<file path="src/rtl/etc1_pkg.sv">
// ----------------------------------------------------------------------------
// ETC1 block decoder package
// Shared types, field positions and small decode functions.
// ----------------------------------------------------------------------------
package etc1_pkg;

    localparam int BlockBits  = 64;
    localparam int InBits     = 2 * BlockBits;
    localparam int PixBits    = 36;
    localparam int OutBits    = 40;
    localparam int PixCount   = 16;
    localparam int CntBits    = 4;
    localparam int QueueDepth = 2;

    localparam logic [CntBits-1:0] LastPix = CntBits'(PixCount - 1);

    typedef logic [7:0] chan_t;

    typedef struct packed {
        chan_t [2:0]  base0;
        chan_t [2:0]  base1;
        logic  [2:0]  tab0;
        logic  [2:0]  tab1;
        logic         flip;
        logic  [31:0] idx;
        logic  [63:0] alpha;
    } desc_t;

    typedef struct packed {
        logic [1:0] px;
        logic [1:0] py;
        chan_t      r;
        chan_t      g;
        chan_t      b;
        chan_t      a;
    } pixel_t;

    function automatic chan_t widen5(input logic [4:0] c);
        widen5 = {c, c[4:2]};
    endfunction

    function automatic chan_t widen4(input logic [3:0] c);
        widen4 = {c, c};
    endfunction

    function automatic logic [7:0] mod_mag(input logic [2:0] tab, input logic big);
        logic [7:0] m;
        m = 8'd0;
        unique case ({tab, big})
            4'b000_0: m = 8'd2;
            4'b000_1: m = 8'd8;
            4'b001_0: m = 8'd5;
            4'b001_1: m = 8'd17;
            4'b010_0: m = 8'd9;
            4'b010_1: m = 8'd29;
            4'b011_0: m = 8'd13;
            4'b011_1: m = 8'd42;
            4'b100_0: m = 8'd18;
            4'b100_1: m = 8'd60;
            4'b101_0: m = 8'd24;
            4'b101_1: m = 8'd80;
            4'b110_0: m = 8'd33;
            4'b110_1: m = 8'd106;
            4'b111_0: m = 8'd47;
            4'b111_1: m = 8'd183;
            default:  m = 8'd0;
        endcase
        mod_mag = m;
    endfunction

endpackage

</file>
<file path="src/rtl/etc1_block_decoder.sv">
// ----------------------------------------------------------------------------
// ETC1 block decoder
// Decodes ETC1 / ETC1A4 4x4 blocks into sixteen RGBA8 pixels, row-major.
// ----------------------------------------------------------------------------
//  channel | signals                          | payload
//  s       | s_tvalid s_tready s_tdata[127:0] | color_word, alpha_word
//  m       | m_tvalid m_tready m_tdata[39:0]  | pixel_x..alpha, m_tlast=last
//  cfg     | cfg_valid cfg_ready cfg_data     | alpha_mode
//
//  The pixel engine emits one pixel per cycle while the output is not stalled.
//  Base colors decode on input; a two-block queue lets the input side run ahead.
//  A taken block is queued first; its first pixel is then registered for output.
//  Reset clears the queue, pixel counter, output valid and alpha_mode.
//  A stalled output holds the pixel engine; the input stalls when the queue fills.
// ----------------------------------------------------------------------------
module etc1_block_decoder (
    input  logic                          clk,
    input  logic                          rst_n,
    input  logic                          s_tvalid,
    output logic                          s_tready,
    input  logic [etc1_pkg::InBits-1:0]   s_tdata,   // color_word, alpha_word
    output logic                          m_tvalid,
    input  logic                          m_tready,
    output logic [etc1_pkg::OutBits-1:0]  m_tdata,   // pixel_x, pixel_y, red,
                                                     // green, blue, alpha, pad
    output logic                          m_tlast,
    input  logic                          cfg_valid,
    output logic                          cfg_ready,
    input  logic                          cfg_data
);
    import etc1_pkg::*;

    desc_t              f_desc;
    desc_t              q_desc;
    logic               q_valid;
    logic               q_pop;
    logic [PixBits-1:0] pixel;

    etc1_front u_front (
        .color_word (s_tdata[BlockBits-1:0]),
        .alpha_word (s_tdata[InBits-1:BlockBits]),
        .desc       (f_desc)
    );

    etc1_queue u_queue (
        .clk      (clk),
        .rst_n    (rst_n),
        .wr_valid (s_tvalid),
        .wr_ready (s_tready),
        .wr_desc  (f_desc),
        .rd_valid (q_valid),
        .rd_pop   (q_pop),
        .rd_desc  (q_desc)
    );

    etc1_back u_back (
        .clk       (clk),
        .rst_n     (rst_n),
        .cfg_valid (cfg_valid),
        .cfg_data  (cfg_data),
        .q_valid   (q_valid),
        .q_pop     (q_pop),
        .q_desc    (q_desc),
        .m_tvalid  (m_tvalid),
        .m_tready  (m_tready),
        .m_pixel   (pixel),
        .m_tlast   (m_tlast)
    );

    assign cfg_ready = 1'b1;

    // pixel_t packs px in its top bits; reorder so pixel_x sits lowest
    assign m_tdata = {{(OutBits-PixBits){1'b0}},
                      pixel[7:0], pixel[15:8], pixel[23:16], pixel[31:24],
                      pixel[33:32], pixel[35:34]};

endmodule

</file>
<file path="src/rtl/etc1_front.sv">
// ----------------------------------------------------------------------------
// ETC1 front end
// Decodes base colors, tables and flip of a block; passes indices and alpha.
// ----------------------------------------------------------------------------
module etc1_front (
    input  logic [etc1_pkg::BlockBits-1:0] color_word,
    input  logic [etc1_pkg::BlockBits-1:0] alpha_word,
    output etc1_pkg::desc_t                desc
);
    import etc1_pkg::*;

    logic       diff;
    logic [4:0] r5;
    logic [4:0] g5;
    logic [4:0] b5;
    logic [4:0] r5d;
    logic [4:0] g5d;
    logic [4:0] b5d;

    assign diff = color_word[33];
    assign r5   = color_word[63:59];
    assign g5   = color_word[55:51];
    assign b5   = color_word[47:43];
    assign r5d  = r5 + {{2{color_word[58]}}, color_word[58:56]};
    assign g5d  = g5 + {{2{color_word[50]}}, color_word[50:48]};
    assign b5d  = b5 + {{2{color_word[42]}}, color_word[42:40]};

    always_comb
    begin
        if (diff)
        begin
            desc.base0 = {widen5(b5), widen5(g5), widen5(r5)};
            desc.base1 = {widen5(b5d), widen5(g5d), widen5(r5d)};
        end
        else
        begin
            desc.base0 = {widen4(color_word[47:44]), widen4(color_word[55:52]),
                          widen4(color_word[63:60])};
            desc.base1 = {widen4(color_word[43:40]), widen4(color_word[51:48]),
                          widen4(color_word[59:56])};
        end
        desc.tab0  = color_word[39:37];
        desc.tab1  = color_word[36:34];
        desc.flip  = color_word[32];
        desc.idx   = color_word[31:0];
        desc.alpha = alpha_word;
    end

endmodule

</file>
<file path="src/rtl/etc1_queue.sv">
// ----------------------------------------------------------------------------
// ETC1 block queue
// Short queue of decoded blocks between front end and pixel engine.
// ----------------------------------------------------------------------------
module etc1_queue (
    input  logic            clk,
    input  logic            rst_n,
    input  logic            wr_valid,
    output logic            wr_ready,
    input  etc1_pkg::desc_t wr_desc,
    output logic            rd_valid,
    input  logic            rd_pop,
    output etc1_pkg::desc_t rd_desc
);
    import etc1_pkg::*;

    localparam int PtrBits = $clog2(QueueDepth);

    desc_t                mem [QueueDepth];
    logic [PtrBits-1:0]   wr_ptr_reg;
    logic [PtrBits-1:0]   wr_ptr_next;
    logic [PtrBits-1:0]   rd_ptr_reg;
    logic [PtrBits-1:0]   rd_ptr_next;
    logic [PtrBits:0]     count_reg;
    logic [PtrBits:0]     count_next;
    logic                 push;
    logic                 pop;

    assign wr_ready = (count_reg != (PtrBits+1)'(QueueDepth));
    assign rd_valid = (count_reg != '0);
    assign push     = wr_valid && wr_ready;
    assign pop      = rd_pop && rd_valid;
    assign rd_desc  = mem[rd_ptr_reg];

    always_comb
    begin
        wr_ptr_next = push ? wr_ptr_reg + 1'b1 : wr_ptr_reg;
        rd_ptr_next = pop ? rd_ptr_reg + 1'b1 : rd_ptr_reg;
        count_next  = count_reg + (PtrBits+1)'(push) - (PtrBits+1)'(pop);
    end

    always_ff @(posedge clk)
    begin
        if (push)
        begin
            mem[wr_ptr_reg] <= wr_desc;
        end
    end

    always_ff @(posedge clk or negedge rst_n)
    begin
        if (!rst_n)
        begin
            wr_ptr_reg <= '0;
            rd_ptr_reg <= '0;
            count_reg  <= '0;
        end
        else
        begin
            wr_ptr_reg <= wr_ptr_next;
            rd_ptr_reg <= rd_ptr_next;
            count_reg  <= count_next;
        end
    end

endmodule

</file>
<file path="src/rtl/etc1_back.sv">
// ----------------------------------------------------------------------------
// ETC1 pixel engine
// Walks a block's sixteen pixels, one per cycle unless the output stalls.
// ----------------------------------------------------------------------------
module etc1_back (
    input  logic                        clk,
    input  logic                        rst_n,
    input  logic                        cfg_valid,
    input  logic                        cfg_data,
    input  logic                        q_valid,
    output logic                        q_pop,
    input  etc1_pkg::desc_t             q_desc,
    output logic                        m_tvalid,
    input  logic                        m_tready,
    output logic [etc1_pkg::PixBits-1:0] m_pixel,
    output logic                        m_tlast
);
    import etc1_pkg::*;

    logic               alpha_mode_reg;
    logic [CntBits-1:0] cnt_reg;
    logic [CntBits-1:0] cnt_next;
    logic               m_valid_reg;
    logic               m_valid_next;
    pixel_t             pix_reg;
    pixel_t             pix_next;
    logic               last_reg;
    logic               load;
    logic [1:0]         px;
    logic [1:0]         py;
    logic [3:0]         p;
    logic               half;
    logic               neg;
    logic [7:0]         mag;
    logic [3:0]         nib;
    chan_t [2:0]        base;
    chan_t [2:0]        chan;
    logic [9:0]         sum [3];

    assign load  = q_valid && (!m_valid_reg || m_tready);
    assign q_pop = load && (cnt_reg == LastPix);

    assign py   = cnt_reg[3:2];
    assign px   = cnt_reg[1:0];
    assign p    = {px, py};
    assign half = q_desc.flip ? py[1] : px[1];
    assign neg  = q_desc.idx[{1'b1, p}];
    assign mag  = mod_mag(half ? q_desc.tab1 : q_desc.tab0, q_desc.idx[{1'b0, p}]);
    assign base = half ? q_desc.base1 : q_desc.base0;
    assign nib  = q_desc.alpha[{p, 2'b00} +: 4];

    always_comb
    begin
        for (int c = 0; c < 3; c++)
        begin
            sum[c] = neg ? ({2'b00, base[c]} - {2'b00, mag})
                         : ({2'b00, base[c]} + {2'b00, mag});
            if (sum[c][9])
            begin
                chan[c] = 8'd0;
            end
            else if (sum[c][8])
            begin
                chan[c] = 8'd255;
            end
            else
            begin
                chan[c] = sum[c][7:0];
            end
        end
        pix_next.px = px;
        pix_next.py = py;
        pix_next.r  = chan[0];
        pix_next.g  = chan[1];
        pix_next.b  = chan[2];
        pix_next.a  = alpha_mode_reg ? {nib, nib} : 8'd255;

        cnt_next     = load ? cnt_reg + 1'b1 : cnt_reg;
        m_valid_next = load ? 1'b1 : (m_valid_reg && !m_tready);
    end

    always_ff @(posedge clk)
    begin
        if (load)
        begin
            pix_reg  <= pix_next;
            last_reg <= (cnt_reg == LastPix);
        end
    end

    always_ff @(posedge clk or negedge rst_n)
    begin
        if (!rst_n)
        begin
            alpha_mode_reg <= 1'b0;
            cnt_reg        <= '0;
            m_valid_reg    <= 1'b0;
        end
        else
        begin
            if (cfg_valid)
            begin
                alpha_mode_reg <= cfg_data;
            end
            cnt_reg     <= cnt_next;
            m_valid_reg <= m_valid_next;
        end
    end

    assign m_tvalid = m_valid_reg;
    assign m_pixel  = pix_reg;
    assign m_tlast  = last_reg;

endmodule

</file>
<file path="config.mk">
export PLATFORM = sky130hd
export DESIGN_NAME = etc1_block_decoder
export DESIGN_NICKNAME = d
export VERILOG_FILES = /design/src/rtl/etc1_pkg.sv /design/src/rtl/etc1_block_decoder.sv /design/src/rtl/etc1_front.sv /design/src/rtl/etc1_queue.sv /design/src/rtl/etc1_back.sv
export SDC_FILE = /design/constraint.sdc
export NUM_CORES = 1
export LEC_CHECK = 0
export BUFFER_PORTS_ARGS = -buffer_cell sky130_fd_sc_hd__buf_4
export CAP_MARGIN = 40
export CORE_MARGIN = 1
export CORE_UTILIZATION = 57
export CTS_CLUSTER_DIAMETER = 50
export DETAILED_ROUTE_END_ITERATION = 8
export GPL_TIMING_DRIVEN = 0
export MAX_ROUTING_LAYER = met4
export PLACE_DENSITY = 0.89
export SYNTH_ARGS = -nofsm -noshare
export SYNTH_HDL_FRONTEND = slang
export SYNTH_SLANG_ARGS = --single-unit
</file>
<file path="constraint.sdc">
create_clock -name clk -period 11.1 [get_ports clk]
set_clock_uncertainty 0.2 [all_clocks]
set_input_delay 1.665 -clock clk [delete_from_list [all_inputs] [get_ports clk]]
set_output_delay 1.665 -clock clk [all_outputs]
set_load 0.05 [all_outputs]
</file>
### After elaboration in Yosys (flattened, before gate mapping)

Memory sizes are Yosys's and may differ from the RTL's.
Index checks and enable logic that the tools add are counted.

| storage, ports and cells | value |
|---|---|
| output and inout bits | 44 |
| register bits | 47 |
| memories kept | 2 |
| latch bits | 0 |
| bits in writable memories | 302 |
| input bits | 134 |
| logic and storage cells | 60 |
| memory bits (read-only) | 128 |

Memories:

| name | words | bits a word | rd ports | clocked after Yosys merged registers in | write ports | line | source |
|---|---|---|---|---|---|---|---|
| u_queue.mem | 2 | 151 | 1 | 0 | 1 | etc1_queue.sv:19 | `desc_t mem [QueueDepth];` |
| (name not given) | 16 | 8 | 1 | 0 | 0 | etc1_pkg.sv:49 | `unique case ({tab, big})` |

| cells by class | value |
|---|---|
| shifts and indexed selects | 1 |
| multiplexer cells | 17 |
| equality and inequality tests | 2 |
| reduce and logical (&&, ||, !) cells | 9 |
| $mul | 0 |
| bitwise logic cells | 0 |
| $lt $le $gt $ge | 2 |
| add/sub/neg operators | 14 |
| divide/modulo/power cells | 0 |

Operators with widths:

| operator | number |
|---|---|
| $shiftx A64 B7 Y4 | 1 |
| $mux W44 | 1 |
| $mux W10 | 3 |
| $add A8 B8 Y9 | 3 |
| $sub A8 B8 Y9 | 3 |
| $mux W24 | 1 |
| $mux W8 | 3 |
| $add A5 B5 Y5 | 3 |
| $bmux W1 S4 | 2 |
| $lt A4 B6 Y1 const B | 1 |
| $lt A5 B6 Y1 const B | 1 |
| $mux W1 | 6 |
| $logic_and A1 B1 Y1 | 5 |
| $add A4 B1 Y4 const B | 1 |
| $eq A4 B4 Y1 const B | 1 |
| $mux W3 | 1 |
| $add A1 B1 Y1 const B | 2 |
| $add A2 B1 Y2 | 1 |
| $logic_not A1 Y1 | 2 |
| $ne A2 B2 Y1 const B | 1 |
| $reduce_bool A2 Y1 | 1 |
| $sub A2 B1 Y2 | 1 |
| $logic_or A1 B1 Y1 | 1 |

### Logic depth before layout (Yosys ltp)

An unclocked memory read counts as a cell.

| depth | value |
|---|---|
| word-level depth | 7 |
| mapped depth | 24 |

### Hierarchy

A second synthesis with hierarchy kept.

| unflattened totals | value |
|---|---|
| cell total of the unflattened synthesis | 1226 |
| area total of the unflattened synthesis | 18223.7 um2 |

Modules (own cells, without submodules):

| module | cells an instance | times used | sequential area each (um2) | area an instance (um2) |
|---|---|---|---|---|
| etc1_queue | 492 | 1 | 9168.8 | 11436.0 |
| etc1_back | 484 | 1 | 1141.1 | 4992.3 |
| etc1_front | 243 | 1 | 0.0 | 1750.4 |
| etc1_block_decoder | 7 | 1 | 0.0 | 45.0 |

### Worst setup path after synthesis

Ideal clock, no wire load.

| timing path | value |
|---|---|
| path kind | input to register |
| start point | input s_tvalid |
| end point | memory u_queue.mem[0][0] in the netlist's numbering (enable) |
| library setup time | 0.664 ns |
| stages on the path | 2 |
| path buffers | 0 |
| arrival time | 8.042 ns |
| data required time | 10.236 ns |
| path slack | 2.194 ns |
| path through | nand2_1 > nor2_1 |

| between the ends | value |
|---|---|
| word-level cells in the longest chain between the ends | 3 |

Ends and longest elaborated chain:

| element | line | source |
|---|---|---|
| start: declaration | etc1_block_decoder.sv:19 | `input logic s_tvalid,` |
| $logic_and A1 B1 Y1 | etc1_queue.sv:31 | `assign push = wr_valid && wr_ready;` |
| $mux W1 | etc1_queue.sv:44 | `if (push)` |
| $mux W1 (implied by the code) | etc1_queue.sv:46 | `mem[wr_ptr_reg] <= wr_desc;` |
| end: declaration | etc1_queue.sv:19 |  |

No other way between the ends.

### Final worst setup path

| timing path | value |
|---|---|
| start point | register u_back.cnt_reg[2] |
| end point | register u_back.pix_reg (netlist bit u_back.m_pixel[23]), data pin |

| between the ends | value |
|---|---|
| word-level cells in the longest chain between the ends | 6 |
| elaborated cells on any way between the ends | 9 |

Ends and longest elaborated chain:

| element | line | source |
|---|---|---|
| start: declaration | etc1_back.sv:21 | `logic [CntBits-1:0] cnt_reg;` |
| start signal: assignment | etc1_back.sv:105 | `cnt_reg <= cnt_next;` |
| $bmux W1 S4 | etc1_back.sv:48 | `assign mag = mod_mag(half ? q_desc.tab1 : q_desc.tab0, q_desc.idx[{1'b0, p}]);` |
| $mux W1 (implied by the code) | etc1_back.sv:48 |  |
| $mem_v2 Z16 W8 | -- |  |
| $add A8 B8 Y9 / $sub A8 B8 Y9 (equally long branches) | etc1_back.sv:57, etc1_back.sv:56 |  |
| $mux W10 (*) | etc1_back.sv:56 | `sum[c] = neg ? ({2'b00, base[c]} - {2'b00, mag})` |
| $mux W8 | etc1_back.sv:62 | `else if (sum[c][8])` |
| end signal: assignment | etc1_back.sv:86 | `pix_reg <= pix_next;` |
| end: declaration | etc1_back.sv:25 | `pixel_t pix_reg;` |

Every way passes the cells marked *; elsewhere a longest branch is shown, timed or not. The select of a mux whose other input is x is not followed.
A chain may end at the register's enable or synchronous reset.

==> metrics.md <==
| Metric | Value |
|---|---|
| Fmax | 142 MHz |
| RSZ-0062 raised after global routing | no |
| Hold path depth | 0 |
| Core area | 0.0280 sq mm |
| Clk_lat worst skew | 550 ps |
| Detailed placer's ending HPWL | 26,800 um |
| Commonest cells after routing, fill and taps aside | 335 x edfxtp_1, 180 x buf_4, 74 x mux4_2 |
| Largest net degree at the start of global routing | 62 |
| Post-CTS Repair Setup Buffers | 0 |
| Vias | 10.2k |
| Die H | 171 um |
| Slew @ Worst Pin | 912 ps |
| Final Hold Viols | 0 |
| WP data required | 11,290 ps |
| Htree depth | 2 |
| Filler Cell Count | 1,759 |
| Largest register FFs | 302 |
| Worst path cell trace | buf_2 > buf_1 > nand2_1 > o221ai_1 > o22ai_1 > a211oi_1 > a21oi_1 > inv_1 > ha_1 > nor2_1 > a21oi_1 > mux2_2 > inv_1 > fa_1 > nor2b_1 > o21ai_0 > a21oi_1 > o21ai_0 > a221oi_1 > nor3_1 > or4_1 > o21ai_0 > o21ba_2 |
| Most common cell after layout, fill and taps aside | edfxtp_1 |
| Clk buf depth | 3 |
| Area Growth Syn to Fin | 20.4% |
| CTS Buf Count | 38 |
| Crit path DAT | 7240 ps |
| GR Overflow Total | 0 |
| Distinct cells, synth | 63 |
| Vias per cell | 6.16 |
| Layout Cells excl Fill | 1,650 |
| CTS root buffer | clkbuf_16 |
| WS Path Type | reg -> reg |
| Routability Congestion | 0.919 |
| Pre-CTS worst setup slack | 4400 ps |
| CP startpoint kind | flop |
| Starting density of the core | 0.583 |
| Status | finished, final reports clean |
| Vias in the first global route | 10.3k |
| Row cnt | 61 |
| # setup viols final | 0 |
| Clock transition at path regs | 60 ps |
| Min cycle time layout | 7050 ps |
| Slowest-stage cell, CP | a221oi_1 |
| Setup crit start | u_back.cnt_reg[2]$_DFFE_PN0P_ |
| Die W | 171 um |
| Worst setup margin | 4050 ps |
| HP Class | reg -> reg |
| FF+latch count, synth | 345 |
| Synth Cell Area | 0.0163 sq mm |
| Initial antenna violation count | 2 |
| Cell Count Post-Placement | 1,581 |
| Average routed wire per standard cell | 24.1 um |
| Synth Instances | 1,015 |
| Worst Setup End Kind | flop |
| Avg Inst Size Synth | 16.1 sq um |
| Hold Startpoint | u_back.cnt_reg[3]$_DFFE_PN0P_ |
| Cts repair resizes | 0 |
| Largest fanout on the critical path | 10 |
| Final net count | 1,457 |
| Overall Global Routing Usage | 0.289 |
| Max incr delay on CP | 720 ps |
| R2R cell count | 23 |
| Post-synth ARST share | 0.0290 |
| First-pass GRT wire length | 59,900 um |
| Yosys warnings | 0 |
| # DRC | 0 |
| Pre-antenna DRT Iters | 8 |
| EDFF count, synth | 335 |
| CTS tree | built |
| Period utilization | 0.635 |
| Die area | 0.0293 sq mm |
| Total wire length | 39,800 um |
| Port Buffers | 171 |
| Dominant synthesized flop cell | edfxtp_1 |
| Relative slew slack | 0.392 |
| R2r startpoint | u_back.cnt_reg[2]$_DFFE_PN0P_ |
| Sink Count | 345 |
| Layout cells sized above 1 | 0.301 |
| Max cap viols | 0 |
| Iter 0 DRT Violations | 1,066 |
| Final Max Tran Viols | 0 |
| Sequential element share of the synthesized area | 0.632 |
| ANT nets after route | 0 |
| IO Count | 178 |
| Hold_buf cts | 0 |
[cells by family (layout without fill, tap and decap cells)]
kind of cell / Yosys count / after routing / synth area share
adder cells (fa/ha/maj): 80 / 80 / 0.0655
AO/OA/AOI/OAI: 175 / 175 / 0.0758
other: 2 / 7 / 0.000460
XOR/XNOR: 27 / 27 / 0.0150
AND/OR/NAND/NOR: 152 / 152 / 0.0441
buffers and inverters: 106 / 358 / 0.0282
flip-flops: 345 / 345 / 0.632
multiplexers: 128 / 128 / 0.139
[critical path, delay by kind of cell (launching register included)]
| family | cells | cell delay (ps) |
|---|---|---|
| and+or+nand+nor | 5 | 1150 |
| adders and majority gates | 2 | 840 |
| muxes | 1 | 290 |
| DFF | 1 | 400 |
| AOI/OAI and AO/OA | 11 | 2550 |
| buffers and inverters | 4 | 1420 |
[per-layer routing]
metal / vias up / wire [um] / GRT usage
li1: 4437 / - / -
met1: 5084 / 15500 / 0.372
met2: 554 / 20000 / 0.479
met3: 86 / 3110 / 0.0396
met4: 0 / 1190 / 0.0932
met5: - / 0 / -
[cells in the mapped netlist, types with 3 or more instances]
library cell / count / area [sq um]
edfxtp_1: 335 / 10100
nand2_1: 52 / 195
a21oi_2: 3 / 26.3
a21o_1: 13 / 97.6
and3_1: 5 / 31.3
nor3_1: 15 / 75.1
o21ai_0: 26 / 130
a211o_1: 10 / 87.6
a31oi_1: 3 / 18.8
a311oi_1: 4 / 35.0
buf_1: 11 / 41.3
inv_1: 63 / 236
o211ai_1: 4 / 30.0
a21oi_1: 53 / 265
a311o_1: 4 / 40.0
fa_1: 9 / 180
nor2_1: 35 / 131
o22ai_1: 4 / 25.0
xnor2_1: 26 / 228
a211oi_1: 6 / 45.0
ha_1: 71 / 888
buf_4: 9 / 67.6
clkbuf_1: 8 / 30.0
a221oi_1: 4 / 35.0
or3_1: 4 / 25.0
nand3_1: 8 / 40.0
nand2b_1: 13 / 81.3
dfrtp_1: 10 / 250
mux4_2: 74 / 1670
mux2i_1: 32 / 320
o221ai_1: 8 / 70.1
buf_2: 11 / 55.1
nor2b_1: 6 / 37.5
or4_1: 5 / 37.5
a221o_1: 4 / 40.0
mux2_2: 18 / 203
mux2i_4: 3 / 67.6
o21bai_1: 9 / 67.6
[path summary, 6_finish.rpt]
kind / endpoint / slack (ps)
worst max-delay path: u_back.m_pixel[23]$_SDFFCE_PP0P_ / 4050
worst min-delay path: u_back.m_pixel[33]$_DFFE_PP_ / 270
worst max register to register: u_back.m_pixel[23]$_SDFFCE_PP0P_ / 4050
worst min register to register: u_back.m_pixel[33]$_DFFE_PP_ / 270
max in group asynchronous: u_back.cnt_reg[3]$_DFFE_PN0P_ / 9780
min in group asynchronous: u_back.alpha_mode_reg$_DFFE_PN0P_ / 760
[layout make-up]
class / instances / area [sq um] / share of cell area
sequential: 345 / 10300 / 0.525
clock buffer: 44 / 983 / 0.0500
tap: 378 / 473 / 0.0241
buffer: 41 / 216 / 0.0110
inverter: 65 / 244 / 0.0124
timing repair buffer: 185 / 1560 / 0.0794
antenna: 2 / 5.00 / 0.000255
multi-input combinational: 567 / 5580 / 0.284
clock inverter: 23 / 279 / 0.0142
[metrics by stage]
stage,area (sq um),hold WS [ps],setup TNS [ps],util
3_3_place_gp,18100,254,-154090,0.646
5_1_grt,19700,274,0,0.702
2_1_floorplan,16300,247,0,-
3_5_place_dp,18400,261,0,0.656
4_1_cts,19700,266,0,0.702
6_report,19700,269,0,0.702
Power is not shown: default switching activity piles up to over one toggle a cycle in this logic, so the estimate is an artifact.
